[src/rtl/tse_pkg.sv]
package tse_pkg;

	localparam int COUNT_BITS = 20;
	localparam int LANES      = 3;
	localparam int TOTAL_BITS = COUNT_BITS + 2;
	localparam int POS_BITS   = 5;
	localparam int MILLI      = 1000;
	localparam int MILLI_BITS = 10;
	localparam int MULT_BITS  = TOTAL_BITS + MILLI_BITS;
	localparam int LOG_BITS   = 15;
	localparam int PROD_BITS  = COUNT_BITS + LOG_BITS;
	localparam int QUO_BITS   = 15;
	localparam int SUM_BITS   = QUO_BITS + 2;
	localparam int OUT_BITS   = 15;
	localparam int FRONT_STAGES = 5;
	localparam int LATENCY    = FRONT_STAGES + QUO_BITS + 1;

	typedef struct packed {
		logic                valid;
		logic [LOG_BITS-1:0] total_log;
		logic [LANES-1:0]    nz;
	} tse_side_t;

	// position of the leading one; zero for 0 and 1
	function automatic logic [POS_BITS-1:0] lead_pos(input logic [TOTAL_BITS-1:0] v);
		logic [POS_BITS-1:0] p;
		p = '0;
		for (int i = 0; i < TOTAL_BITS; i++) begin
			if (v[i]) begin
				p = POS_BITS'(i);
			end
		end
		return p;
	endfunction

endpackage

[src/rtl/tse_div.sv]
module tse_div (
	input  logic                                      clk,
	input  logic                                      arst_n,
	input  tse_pkg::tse_side_t                        side_in,
	input  logic [tse_pkg::LANES-1:0][tse_pkg::PROD_BITS-1:0] num,
	input  logic [tse_pkg::TOTAL_BITS-1:0]            den,
	output tse_pkg::tse_side_t                        side_out,
	output logic [tse_pkg::LANES-1:0][tse_pkg::QUO_BITS-1:0]  quo
);
	import tse_pkg::*;

	tse_side_t                            side_s [QUO_BITS+1];
	logic [LANES-1:0][PROD_BITS-1:0]      rem_s  [QUO_BITS+1];
	logic [LANES-1:0][QUO_BITS-1:0]       quo_s  [QUO_BITS+1];
	logic [TOTAL_BITS-1:0]                den_s  [QUO_BITS+1];

	assign side_s[0] = side_in;
	assign rem_s[0]  = num;
	assign quo_s[0]  = '0;
	assign den_s[0]  = den;

	// one quotient bit per stage, most significant first
	for (genvar g = 0; g < QUO_BITS; g++) begin : g_stage
		localparam int K = QUO_BITS - 1 - g;
		logic [PROD_BITS:0]               dsh;
		logic [LANES-1:0][PROD_BITS-1:0]  rem_nx;
		logic [LANES-1:0][QUO_BITS-1:0]   quo_nx;

		always_comb begin
			dsh    = (PROD_BITS+1)'(den_s[g]) << K;
			rem_nx = rem_s[g];
			quo_nx = quo_s[g];
			for (int l = 0; l < LANES; l++) begin
				if ({1'b0, rem_s[g][l]} >= dsh) begin
					rem_nx[l]    = rem_s[g][l] - dsh[PROD_BITS-1:0];
					quo_nx[l][K] = 1'b1;
				end
			end
		end

		always_ff @(posedge clk or negedge arst_n) begin
			if (!arst_n) begin
				side_s[g+1] <= '0;
			end else begin
				side_s[g+1] <= side_s[g];
			end
		end

		always_ff @(posedge clk) begin
			rem_s[g+1] <= rem_nx;
			quo_s[g+1] <= quo_nx;
			den_s[g+1] <= den_s[g];
		end
	end

	assign side_out = side_s[QUO_BITS];
	assign quo      = quo_s[QUO_BITS];

endmodule

[config.mk]
export PLATFORM = sky130hd
export DESIGN_NAME = tse_div
export DESIGN_NICKNAME = d
export VERILOG_FILES = /design/src/rtl/tse_pkg.sv /design/src/rtl/tse_div.sv
export SDC_FILE = /design/constraint.sdc
export NUM_CORES = 2
export LEC_CHECK = 0
export BUFFER_PORTS_ARGS = -buffer_cell sky130_fd_sc_hd__buf_2
export CORE_MARGIN = 2
export CORE_UTILIZATION = 45
export DETAILED_ROUTE_END_ITERATION = 8
export SYNTH_ARGS = -nofsm -noshare
export SYNTH_HDL_FRONTEND = slang
export SYNTH_SLANG_ARGS = --single-unit
[constraint.sdc]
create_clock -name clk -period 4.4 [get_ports clk]
set_input_delay 0 -clock clk [delete_from_list [all_inputs] [get_ports clk]]
set_output_delay 0 -clock clk [all_outputs]
set_load 0.05 [all_outputs]
==> impl_metrics.toml <==
[run_status]
status = "completed"

[power_and_ir_drop]
power_leakage_uw = 0.0575
power_per_cell_area_mw_per_mm2 = 800
ir_worst_vdd_mv = 0.493

[synth]
yosysUniqueCellTypes = 96
postSynthRegisterBits = 2423
synth_cells = 11900
synth_area_leaders = "dfxtp_1 38%, ha_1 11%, dfrtp_1 6.3%"
synthesis.area_sq_mm = 0.113
yosys.area.top_type = "dfxtp_1"
yosysWarnings = 0
postSynth.asyncResetShare_pct = 11.8
synthFlopType = "dfxtp_1"
postSynthAreaPerCell_sq_um = 9.55
synth_top_area_share_pct = 37.8
syn_nets = 13000
synth.yosys.seq_area_share_pct = 44.1
synth_edf_count = 0

[critical_path]
crit_fanout = 22
reg2reg_slack_ns = 0.29
crit_path_end_kind = "flop"
required_ns = 5.22
cp.arrival_ns = 4.92
ff2ff_path_depth = 12
rr_endpoint = "rem_s[604]"
reg2reg_from = "den_s[134]"
critPathLaunchType = "flop"
worst-setup-path-type = "reg -> reg"

[die]
pin_count = 212
die_h_um = 505
rows = 184
coreArea_sq_mm = 0.251
initial_core_util_pct = 45.1
dieArea_sq_mm = 0.255
die_w_um = 505

[sta]
finalSetupTns_ns = 0
max_freq_mhz = 244
rsz0062_at_grt = "false"
slew_viol_final = 0
worst_slew_pin_slew_ns = 1.08
hold_viol_final = 0
finalCriticalPeriod_ns = 4.11
slew_headroom_pct = 27.4
skew_ns = 0.0813
period_share_pct = 93.3
setup_viol_count_final = 0

[layout]
layout-drive-gt1-share_pct = 9.45
final_util_pct = 52.4
area_growth_pct = 16.2
final_nets = 13700

[detailed_routing]
wl_mm = 401
drc = 0
vias_per_cell = 5.64
routedWlPerCell_um = 24.9
drt-initial-drc-count = 7221
drt_pass1_iterations = 8
vias = 91000
ant_nets = 0

[clocking]
cts_buffers = 284
clkLatencyLatePin_ns = 0.96
cts_setup_buffers = 0
clk_path_buf_depth = 4
clkSinkCount = 2423
clkTransAtPathRegs_ns = 0.06
htree_levels = 5
root_buffer = "clkbuf_16"
cts_tree = "done"

[global_routing]
grtUsageTotal_pct = 30.5
grt_max_degree = 125
grt_first_pass_wirelength_mm = 582
overflow = 0
grt_pass1_vias = 88500
antenna_found_initial = 28

[place]
dp_hpwl_mm = 328
gp_congestion = 0.963
io_buffers = 211

[hold_path]
hold_end = "rem_s[1484]"
hold_class = "in -> reg"
worstHoldPathCells = 4
hold_start = "den[0]"

[flow_run]
max_cap_viol_count = 0
-- cell usage after synthesis (all sizes together), types with 94 or more instances --
library cell and instances:
nor2 793, xnor2 520, xor2 425, o21bai 94, nor2b 154, nand3 194
ha 987, nand2 900, o21a 163, nor4 158, dfrtp 285, dfxtp 2138
a21oi 892, nor3 225, nand4 137, clkbuf 196, a21o 425, nand2b 139
inv 641, o21ai 790, mux2 261, a211oi 111
-- critical path: stages (launching register included) --
cell	delay (ns)
dfxtp_1	0.59
inv_1	0.22
ha_1	0.38
nor2b_1	0.15
o21a_1	0.18
o21ai_0	0.38
a21oi_1	0.19
o41ai_1	0.55
and2_1	0.47
inv_1	0.27
buf_4	0.28
and3_1	0.19
a21o_1	0.15
-- power by group --
part / total [uW] / leakage, uW / internal, uW / switching [uW]
Clock: 23700 / 0.00455 / 14200 / 9510
Sequential: 35400 / 0.0213 / 28900 / 6470
Combinational: 46200 / 0.0317 / 19600 / 26600
-- kinds of logic after synthesis --
| group | count (synthesis) | share of synthesized area, % |
|---|---|---|
| flops | 2423 | 44.1 |
| mux | 290 | 2.85 |
| buf+inv | 910 | 3.12 |
| xor+xnor | 945 | 7.32 |
| simple gates | 3180 | 13.8 |
| compound gates | 3073 | 17.1 |
| fa+ha+maj | 1029 | 11.7 |
-- how the worst max path moves through the flow --
stage / cells past startpoint / startpoint / slack [ns] / end
6_report: 12 / den_s[134] / 0.29 / rem_s[604]
5_1_grt: 12 / den_s[134] / 0.02 / rem_s[604]
4_1_cts: 12 / den_s[134] / 0.29 / rem_s[604]
2_1_floorplan: 12 / den_s[287] / 1.19 / rem_s[1288]
3_5_place_dp: 12 / den_s[134] / 0.31 / rem_s[604]
3_3_place_gp: 12 / den_s[134] / 0.32 / rem_s[604]
-- registers in the layout (all words and copies together), names as in the netlist --
| register | flops |
|---|---|
| rem_s | 1470 |
| g_stage.quo_nx | 315 |
| den_s | 308 |
| side_s | 266 |
| quo | 45 |
| side_out | 19 |
-- per-layer routing --
metal	routed length, um	global-route usage, %	vias to the layer above	part of all wire, %
met5	0	0	-	0
met4	17300	11.8	0	4.3
met3	24100	4.99	689	6.0
met2	180000	48.6	2982	45
met1	180000	41.1	43700	45
li1	-	-	43600	-
-- stage by stage --
step,instances,total power [uW],hold slack (ns),worst slack [ns],area [sq um]
after floorplan,11900,65300,-0.296,1.19,113000
after global placement,15300,80300,0.110,0.318,119000
after detailed placement,15300,80400,0.110,0.308,119000
after CTS,16100,105000,0.0547,0.289,131000
after global routing,16100,111000,0.124,0.0153,131000
final,16100,105000,0.143,0.295,131000
-- cell usage in the layout, fill, tap and decap left out, drive strengths merged, types with 139 or more instances in the layout --
master and instances:
nor4 158, buf 347, nor2 793, nand3 194, dfrtp 285, dfxtp 2138, ha 987, xnor2 520
nor2b 154, a21o 425, inv 658, nor3 225, nand2b 139, xor2 425, o21ai 790, nand2 900
o21a 163, clkbuf 360, dlygate4sd3 340, mux2 261, a21oi 892
-- layout make-up --
cell class / instances / area (sq um)
clock inverter: 130 / 1560
antenna: 14 / 35.0
sequential: 2423 / 49900
clock buffer: 360 / 7840
fill: 22800 / 119000
multi-input combinational: 8517 / 59900
tap: 3348 / 4190
timing repair buffer: 687 / 5640
inverter: 641 / 2410
-- repair_timing --
action | 4_1_cts | 5_1_grt
hold buffers | 341 | 0
resized for setup | 0 | 0
endpoints found under the hold margin | 433 | 0
(Power assumes the default switching activity.)
